==> config.mk <==
export PLATFORM = sky130hd
export DESIGN_NAME = shared_exclusive_lock_table_unit
export DESIGN_NICKNAME = d
export VERILOG_FILES = /design/src/rtl/selt_pkg.sv /design/src/rtl/shared_exclusive_lock_table_unit.sv /design/src/rtl/selt_ctrl.sv /design/src/rtl/selt_dp.sv
export SDC_FILE = /design/constraint.sdc
export NUM_CORES = 2
export LEC_CHECK = 0
export ABC_AREA = 1
export BUFFER_PORTS_ARGS = -buffer_cell sky130_fd_sc_hd__clkbuf_2
export CAP_MARGIN = 10
export CORE_ASPECT_RATIO = 0.8
export CORE_UTILIZATION = 30
export CTS_CLUSTER_DIAMETER = 80
export DETAILED_ROUTE_END_ITERATION = 8
export GPL_ROUTABILITY_DRIVEN = 0
export PLACE_DENSITY = 0.55
export SKIP_CTS_REPAIR_TIMING = 1
export SYNTH_ARGS = -nofsm -noshare
export SYNTH_HDL_FRONTEND = slang
export SYNTH_SLANG_ARGS = --single-unit
==> constraint.sdc <==
create_clock -name clk -period 8.3 [get_ports clk]
set_input_delay 0.415 -clock clk [delete_from_list [all_inputs] [get_ports clk]]
set_output_delay 0.415 -clock clk [all_outputs]
set_load 0.005 [all_outputs]
==> src/rtl/selt_pkg.sv <==
// Shared types and codes for the lock table unit.
// No dependencies.
package selt_pkg;
    localparam int TX_COUNT  = 16;
    localparam int RES_COUNT = 64;

    localparam logic [1:0] OP_SHARED    = 2'd0;
    localparam logic [1:0] OP_EXCL      = 2'd1;
    localparam logic [1:0] ST_GRANTED   = 2'd0;
    localparam logic [1:0] ST_WAIT      = 2'd1;
    localparam logic [1:0] ST_DEADLOCK  = 2'd2;
    localparam logic [1:0] ST_RELEASED  = 2'd3;

    typedef struct packed {
        logic clear_start;
        logic load;
        logic lock_eval;
        logic rel_step;
        logic rel_fin;
        logic reach_init;
        logic reach_step;
        logic dead_fin;
    } selt_cmd_t;

    typedef struct packed {
        logic clear_done;
        logic bad;
        logic is_release;
        logic grant;
        logic rel_done;
        logic reach_done;
    } selt_sts_t;
endpackage

==> src/rtl/shared_exclusive_lock_table_unit.sv <==
// Channel   | valid     | stall     | fields
// in        | in_valid  | in_stall  | opcode, tx_id, resource_id
// out       | out_valid | out_stall | status, blockers
// After reset a clearing pass zeroes every lock table slot before the first item.
// Lock request: answered after load and evaluation when granted or refused outright,
// else after up to TX_COUNT reachability rounds over the wait-for matrix.
// Release: one lock table slot per cycle; no sweep when the transaction id is invalid.
// A new item waits while an unclaimed result is stalled.
module shared_exclusive_lock_table_unit
(
    input  logic        clk,
    input  logic        rst_n,
    input  logic        in_valid,
    output logic        in_stall,
    input  logic [1:0]  opcode,
    input  logic [4:0]  tx_id,
    input  logic [5:0]  resource_id,
    output logic        out_valid,
    input  logic        out_stall,
    output logic [1:0]  status,
    output logic [15:0] blockers
);
    import selt_pkg::*;

    selt_cmd_t cmd;
    selt_sts_t sts;

    selt_ctrl u_ctrl
    (
        .clk(clk), .rst_n(rst_n), .in_valid(in_valid), .in_stall(in_stall),
        .out_valid(out_valid), .out_stall(out_stall), .cmd(cmd), .sts(sts)
    );

    selt_dp u_dp
    (
        .clk(clk), .rst_n(rst_n), .opcode(opcode), .tx_id(tx_id),
        .resource_id(resource_id), .out_stall(out_stall), .out_valid(out_valid),
        .status(status), .blockers(blockers), .cmd(cmd), .sts(sts)
    );
endmodule

==> src/rtl/selt_ctrl.sv <==
// Controller state machine for the lock table unit.
// Depends on selt_pkg.
module selt_ctrl
(
    input  logic                clk,
    input  logic                rst_n,
    input  logic                in_valid,
    output logic                in_stall,
    input  logic                out_valid,
    input  logic                out_stall,
    output selt_pkg::selt_cmd_t cmd,
    input  selt_pkg::selt_sts_t sts
);
    import selt_pkg::*;

    typedef enum logic [2:0] {S_CLEAR, S_IDLE, S_EVAL, S_REL, S_REACH} state_t;
    state_t state_reg, state_next;
    logic   busy;

    assign busy     = out_valid && out_stall;
    assign in_stall = (state_reg != S_IDLE) || busy;

    always_comb
    begin
        state_next = state_reg;
        cmd        = '0;
        case (state_reg)
            S_CLEAR:
            begin
                if (sts.clear_done)
                    state_next = S_IDLE;
            end
            S_IDLE:
            begin
                if (in_valid && !busy)
                begin
                    cmd.load   = 1'b1;
                    state_next = S_EVAL;
                end
            end
            S_EVAL:
            begin
                if (sts.is_release)
                begin
                    cmd.rel_step = 1'b1;
                    state_next   = S_REL;
                end
                else
                begin
                    cmd.lock_eval = 1'b1;
                    if (sts.bad || sts.grant)
                        state_next = S_IDLE;
                    else
                    begin
                        cmd.reach_init = 1'b1;
                        state_next     = S_REACH;
                    end
                end
            end
            S_REL:
            begin
                cmd.rel_step = 1'b1;
                if (sts.rel_done)
                begin
                    cmd.rel_fin = 1'b1;
                    state_next  = S_IDLE;
                end
            end
            S_REACH:
            begin
                cmd.reach_step = 1'b1;
                if (sts.reach_done)
                begin
                    cmd.dead_fin = 1'b1;
                    state_next   = S_IDLE;
                end
            end
            default: state_next = S_IDLE;
        endcase
    end

    always_ff @(posedge clk or negedge rst_n)
    begin
        if (!rst_n)
            state_reg <= S_CLEAR;
        else
            state_reg <= state_next;
    end
endmodule

==> src/rtl/selt_dp.sv <==
// Datapath: lock memories, wait-for matrix, release sweep, reachability.
// Depends on selt_pkg.
module selt_dp
(
    input  logic                clk,
    input  logic                rst_n,
    input  logic [1:0]          opcode,
    input  logic [4:0]          tx_id,
    input  logic [5:0]          resource_id,
    input  logic                out_stall,
    output logic                out_valid,
    output logic [1:0]          status,
    output logic [15:0]         blockers,
    input  selt_pkg::selt_cmd_t cmd,
    output selt_pkg::selt_sts_t sts
);
    import selt_pkg::*;

    localparam int RW = (RES_COUNT > 1) ? $clog2(RES_COUNT) : 1;
    localparam int TW = $clog2(TX_COUNT);
    localparam int CW = $clog2(RES_COUNT + 1);
    localparam int NW = $clog2(TX_COUNT + 1);

    logic [TX_COUNT-1:0] sh_mem [RES_COUNT];
    logic [4:0]          ex_mem [RES_COUNT];
    logic [TX_COUNT-1:0] wf_reg [TX_COUNT];

    logic [1:0]          op_reg;
    logic [4:0]          tx_reg;
    logic [5:0]          res_reg;
    logic [CW-1:0]       cnt_reg;
    logic [TX_COUNT-1:0] sh_rd_reg;
    logic [4:0]          ex_rd_reg;
    logic [RW-1:0]       wr_addr_reg;
    logic                wr_pend_reg;
    logic [TX_COUNT-1:0] reach_reg, reach_next;
    logic [NW-1:0]       round_reg;
    logic [TX_COUNT-1:0] blk_reg;
    logic                clearing_reg;
    logic                valid_reg;
    logic [1:0]          status_reg;
    logic [15:0]         blockers_reg;

    logic                tx_ok, res_ok, other_ex, grant;
    logic [TX_COUNT-1:0] bit_tx, blk;
    logic [TW-1:0]       idx;
    logic [RW-1:0]       addr;

    assign tx_ok    = (tx_reg >= 5'd1) && ({27'd0, tx_reg} <= 32'(TX_COUNT));
    assign res_ok   = {26'd0, res_reg} < 32'(RES_COUNT);
    assign idx      = TW'(tx_reg - 5'd1);
    assign bit_tx   = tx_ok ? (TX_COUNT'(1) << idx) : '0;
    assign other_ex = (ex_rd_reg != 5'd0) && (ex_rd_reg != tx_reg);
    assign grant    = (op_reg == OP_SHARED) ? !other_ex
                    : (!other_ex && (sh_rd_reg == '0 || sh_rd_reg == bit_tx));
    assign addr     = cmd.load ? RW'(resource_id) : cnt_reg[RW-1:0];

    always_comb
    begin
        blk = '0;
        if (other_ex)
            blk = TX_COUNT'(1) << TW'(ex_rd_reg - 5'd1);
        if (op_reg == OP_EXCL)
            blk = blk | (sh_rd_reg & ~bit_tx);
        reach_next = reach_reg;
        for (int i = 0; i < TX_COUNT; i++)
        begin
            if (reach_reg[i])
                reach_next = reach_next | wf_reg[i];
        end
    end

    assign sts.clear_done = clearing_reg && (cnt_reg == CW'(RES_COUNT - 1));
    assign sts.is_release = op_reg[1];
    assign sts.bad        = !tx_ok || !res_ok;
    assign sts.grant      = grant;
    assign sts.rel_done   = !tx_ok || (cnt_reg == CW'(RES_COUNT));
    assign sts.reach_done = (reach_next == reach_reg) || (round_reg == NW'(TX_COUNT - 1));

    always_ff @(posedge clk)
    begin
        if (clearing_reg)
        begin
            sh_mem[addr] <= '0;
            ex_mem[addr] <= '0;
        end
        else if (wr_pend_reg)
        begin
            sh_mem[wr_addr_reg] <= sh_rd_reg & ~bit_tx;
            if (ex_rd_reg == tx_reg)
                ex_mem[wr_addr_reg] <= '0;
        end
        else if (cmd.lock_eval && !sts.bad && grant)
        begin
            if (op_reg == OP_SHARED)
                sh_mem[res_reg[RW-1:0]] <= sh_rd_reg | bit_tx;
            else
            begin
                sh_mem[res_reg[RW-1:0]] <= sh_rd_reg & ~bit_tx;
                ex_mem[res_reg[RW-1:0]] <= tx_reg;
            end
        end
        if (cmd.load)
        begin
            op_reg    <= opcode;
            tx_reg    <= tx_id;
            res_reg   <= resource_id;
        end
        if (cmd.load || cmd.rel_step)
        begin
            sh_rd_reg <= sh_mem[addr];
            ex_rd_reg <= ex_mem[addr];
        end
        if (cmd.rel_step)
            wr_addr_reg <= addr;
        if (cmd.reach_init)
        begin
            blk_reg   <= blk;
            reach_reg <= blk;
            round_reg <= '0;
        end
        else if (cmd.reach_step)
        begin
            reach_reg <= reach_next;
            round_reg <= round_reg + NW'(1);
        end
        if (cmd.lock_eval)
        begin
            blockers_reg <= '0;
            status_reg   <= sts.bad ? ST_DEADLOCK : (grant ? ST_GRANTED : ST_WAIT);
        end
        if (cmd.dead_fin)
        begin
            if (reach_next[idx])
            begin
                status_reg   <= ST_DEADLOCK;
                blockers_reg <= '0;
            end
            else
            begin
                status_reg   <= ST_WAIT;
                blockers_reg <= 16'(blk_reg);
            end
        end
        if (cmd.rel_fin)
        begin
            status_reg   <= ST_RELEASED;
            blockers_reg <= '0;
        end
    end

    always_ff @(posedge clk or negedge rst_n)
    begin
        if (!rst_n)
        begin
            clearing_reg <= 1'b1;
            cnt_reg      <= '0;
            valid_reg    <= 1'b0;
            wr_pend_reg  <= 1'b0;
            for (int i = 0; i < TX_COUNT; i++)
                wf_reg[i] <= '0;
        end
        else
        begin
            if (clearing_reg)
            begin
                if (sts.clear_done)
                begin
                    clearing_reg <= 1'b0;
                    cnt_reg      <= '0;
                end
                else
                    cnt_reg <= cnt_reg + CW'(1);
            end
            else if (cmd.rel_step)
                cnt_reg <= sts.rel_done ? '0 : cnt_reg + CW'(1);
            wr_pend_reg <= cmd.rel_step && tx_ok && !sts.rel_done;
            if (cmd.rel_fin && tx_ok)
            begin
                for (int i = 0; i < TX_COUNT; i++)
                    wf_reg[i] <= (TW'(i) == idx) ? '0 : (wf_reg[i] & ~bit_tx);
            end
            if (cmd.lock_eval && !sts.bad)
                wf_reg[idx] <= grant ? '0 : blk;
            if (cmd.dead_fin && reach_next[idx])
                wf_reg[idx] <= '0;
            if (cmd.lock_eval && (sts.bad || grant))
                valid_reg <= 1'b1;
            else if (cmd.rel_fin || cmd.dead_fin)
                valid_reg <= 1'b1;
            else if (!out_stall)
                valid_reg <= 1'b0;
        end
    end

    assign out_valid = valid_reg;
    assign status    = status_reg;
    assign blockers  = blockers_reg;
endmodule

==> impl_metrics.json <==
{
  "status": "complete, but fails checks",
  "violations": "hold timing",
  "final_cells": 10600,
  "largest_reg_flops": 1024,
  "diodes": 0,
  "clock-skew-final_ns": 0.0491,
  "cts_sinks": 1693,
  "ir_worst_vdd_mv": 0.552,
  "drive_gt1_share_pct": 10.9,
  "globalRouteOverflowTotal": 0,
  "cts-root-buf": "clkbuf_16",
  "pwr-share-seq_pct": 37.3,
  "synthCells": 7257,
  "synthMuxAreaShare_pct": 0,
  "htree_levels": 4,
  "slew_headroom_pct": 6.88,
  "hpwl_um": 156000,
  "drv_cap": 0,
  "ys_seq_elements": 1693,
  "cp.arrival_ns": 7.60,
  "wl_per_cell_um": 24.0,
  "wl_um": 255000,
  "dieArea_um2": 252000,
  "drt_pass1_iterations": 7,
  "worst-r2r-cell-count": 22,
  "drv_slew": 0,
  "finalHoldWorstSlack_ns": -0.00743,
  "hold_depth": 3,
  "tns_ns": 0,
  "io_buffers": 36,
  "cts-buffers-inserted": 167,
  "rows": 163,
  "p_sw_mw": 10.7,
  "avgSynthCellArea_um2": 10.3,
  "ant_nets": 0,
  "cp.required_ns": 8.74,
  "crit_fanout": 19,
  "clk_pin_slew_ns": 0.07,
  "r2r-end": "u_dp.sh_mem[29][5]",
  "end_kind": "register",
  "p_total_mw": 27.1,
  "coreArea_um2": 248000,
  "rsz0062_at_grt": "no",
  "ys.warnings.count": 0,
  "met1_usage_pct": 29.0,
  "crit_end": "u_dp.sh_mem[29][5]",
  "leakage_nw": 32.1,
  "setup_viol": 0,
  "drcViolationCount": 0,
  "avgViaCountPerCell": 5.24,
  "synth_top_family_by_area": "simple AND/OR/NAND/NOR gates",
  "start_kind": "register",
  "clk_latency_ns": 0.84,
  "min_period_ns": 7.16,
  "grt_max_degree": 235,
  "fmaxAchievable_mhz": 140,
  "synth_area_leaders": "edfxtp_1 (57%), nand2_1 (10%), dfrtp_1 (8.4%)",
  "yosysMostFrequentCell": "nand2_1",
  "final_core_util_pct": 34.1,
  "yosys.area_share.simple_pct": 22.7,
  "regToRegStartpoint": "u_dp.tx_reg[0]",
  "grt_pass1_wl_um": 368000,
  "hold_viol": 1,
  "synth_area_um2": 75100,
  "reg2reg_slack_ns": 1.14,
  "synth-compound-area-share_pct": 6.92,
  "cp-startpoint": "u_dp.tx_reg[0]",
  "area_growth_pct": 12.4,
  "combPwrFrac_pct": 34.8,
  "clockBufferDepth": 4,
  "use_met3_pct": 5.46,
  "synth_nets": 7299,
  "switching_share_pct": 39.4,
  "start_util_pct": 30.3,
  "drtIter0Drc": 7625,
  "final_net_count": 7222,
  "place_inst": 10300,
  "netlist.area_leader.share_pct": 56.6,
  "chipHeight_um": 449,
  "p_per_area_nw_per_um2": 321,
  "synth_common_cells": "nand2_1 (2073), edfxtp_1 (1416), nand3_1 (768), nor2_1 (757), inv_1 (283)",
  "synth_edf_count": 1416,
  "ys_async_sr_fraction_pct": 15.0,
  "cts_tree": "built",
  "fin_crit_sh_pct": 86.3,
  "met2_usage_pct": 27.2,
  "vias": 55500,
  "antenna_found_initial": 7,
  "synth_fa_ha_area_share_pct": 0.417,
  "yosysTopAreaCell": "edfxtp_1",
  "synth_top_flop_cell": "edfxtp_1",
  "yosysUniqueCellTypes": 49,
  "power_frac_clock_pct": 27.9,
  "crit_type": "reg -> reg",
  "p_int_mw": 16.4,
  "grt_busiest_layer": "met1",
  "io_pins": 37,
  "grt_usage_pct": 19.7,
  "die_x_um": 561,
  "grt_pass1_vias": 51700,
  "tightest_slew_ns": 1.40,
  "synth_xor_area_share_pct": 0.105,
  "yosysSeqAreaShare_pct": 65.7,
  "hold_path_class": "in -> reg"
}
-- critical path, cell delays in order, from the launching register on --
cell and delay (ns):
edfxtp_1 0.66, clkinv_1 0.48, ha_1 0.39, or2_1 0.22, nand2_1 0.31, nand2_1 0.13
nor2_1 0.72, nand2_1 0.21, ha_1 0.35, nand4_1 0.08, nor2_1 0.16, nand2_1 0.09
nand3_1 0.14, nand2_4 0.20, inv_4 0.15, nand2_2 0.26, clkinv_1 0.21, buf_4 0.27
nand2_1 0.09, o21ai_2 0.19, nand4_1 0.38, buf_4 0.29, nor2_2 0.74
-- layout by cell type, fill, tap and decap left out, drive strengths merged, types with 23 or more instances in the layout --
cell type	netlist	layout
or2	280	280
nand4	31	31
buf	181	148
nor3	25	25
dfrtp	253	253
a21o	63	63
nand2	2083	2083
inv	301	305
ha	25	25
dfxtp	23	23
o22ai	30	30
clkbuf	262	251
a41oi	33	33
o21ai	250	250
a21oi	39	39
a31oi	90	90
edfxtp	1416	1416
nor2	788	788
o211ai	273	273
nand3	771	771
clkinv	5	56
-- final cells by class --
cell class / count / area [um2]
fillers: 24700 / 163000
flip-flops and latches: 1693 / 49300
multi-input cells: 4815 / 22900
clock buffers: 216 / 4520
well taps: 3300 / 4130
repair buffers: 197 / 1600
inverters: 306 / 1160
clock inverters: 74 / 714
-- power by group through the flow --
stage | clock network (mW) | logic [mW] | registers, mW
2_1_floorplan | 0 | 5.83 | 10.1
3_3_place_gp | 0 | 9.20 | 10.3
3_5_place_dp | 0 | 9.23 | 10.3
4_1_cts | 7.66 | 9.26 | 10.1
5_1_grt | 7.98 | 10.1 | 10.1
6_report | 7.57 | 9.43 | 10.1
-- worst min-delay path by stage --
stage                               end              start  slack, ns
finish                   u_dp.out_valid          out_stall     -0.007
global route             u_dp.out_valid          out_stall       0.02
CTS                     u_dp.wf_reg[38]              rst_n      -0.37
detailed placement     u_dp.wf_reg[233]              rst_n       0.48
global placement      u_dp.round_reg[4]  u_dp.round_reg[4]       0.45
floorplan           u_ctrl.state_reg[0]              rst_n       0.12
-- metal layers --
metal	routed length, um	up-vias
met5	195	-
met4	9670	12
met3	28800	502
met2	104000	3044
met1	112000	27200
li1	-	24800
-- kinds of logic (layout without fill, tap and decap cells) --
| logic type | Yosys count | in the layout |
|---|---|---|
| simple gates | 3985 | 3985 |
| flops | 1693 | 1693 |
| compound gates | 796 | 796 |
| buf+inv | 749 | 793 |
| fa+ha+maj | 25 | 25 |
| xor+xnor | 9 | 9 |
-- per-stage QoR --
| stage | cell area (um2) | setup slack, ns |
|---|---|---|
| 4_1_cts | 84200 | 1.31 |
| 6_report | 84400 | 1.14 |
| 3_5_place_dp | 79000 | 1.30 |
| 5_1_grt | 84400 | 0.842 |
| 3_3_place_gp | 78900 | 1.54 |
| 2_1_floorplan | 75100 | 1.69 |
No activity file was read; power rests on OpenSTA's default activity.
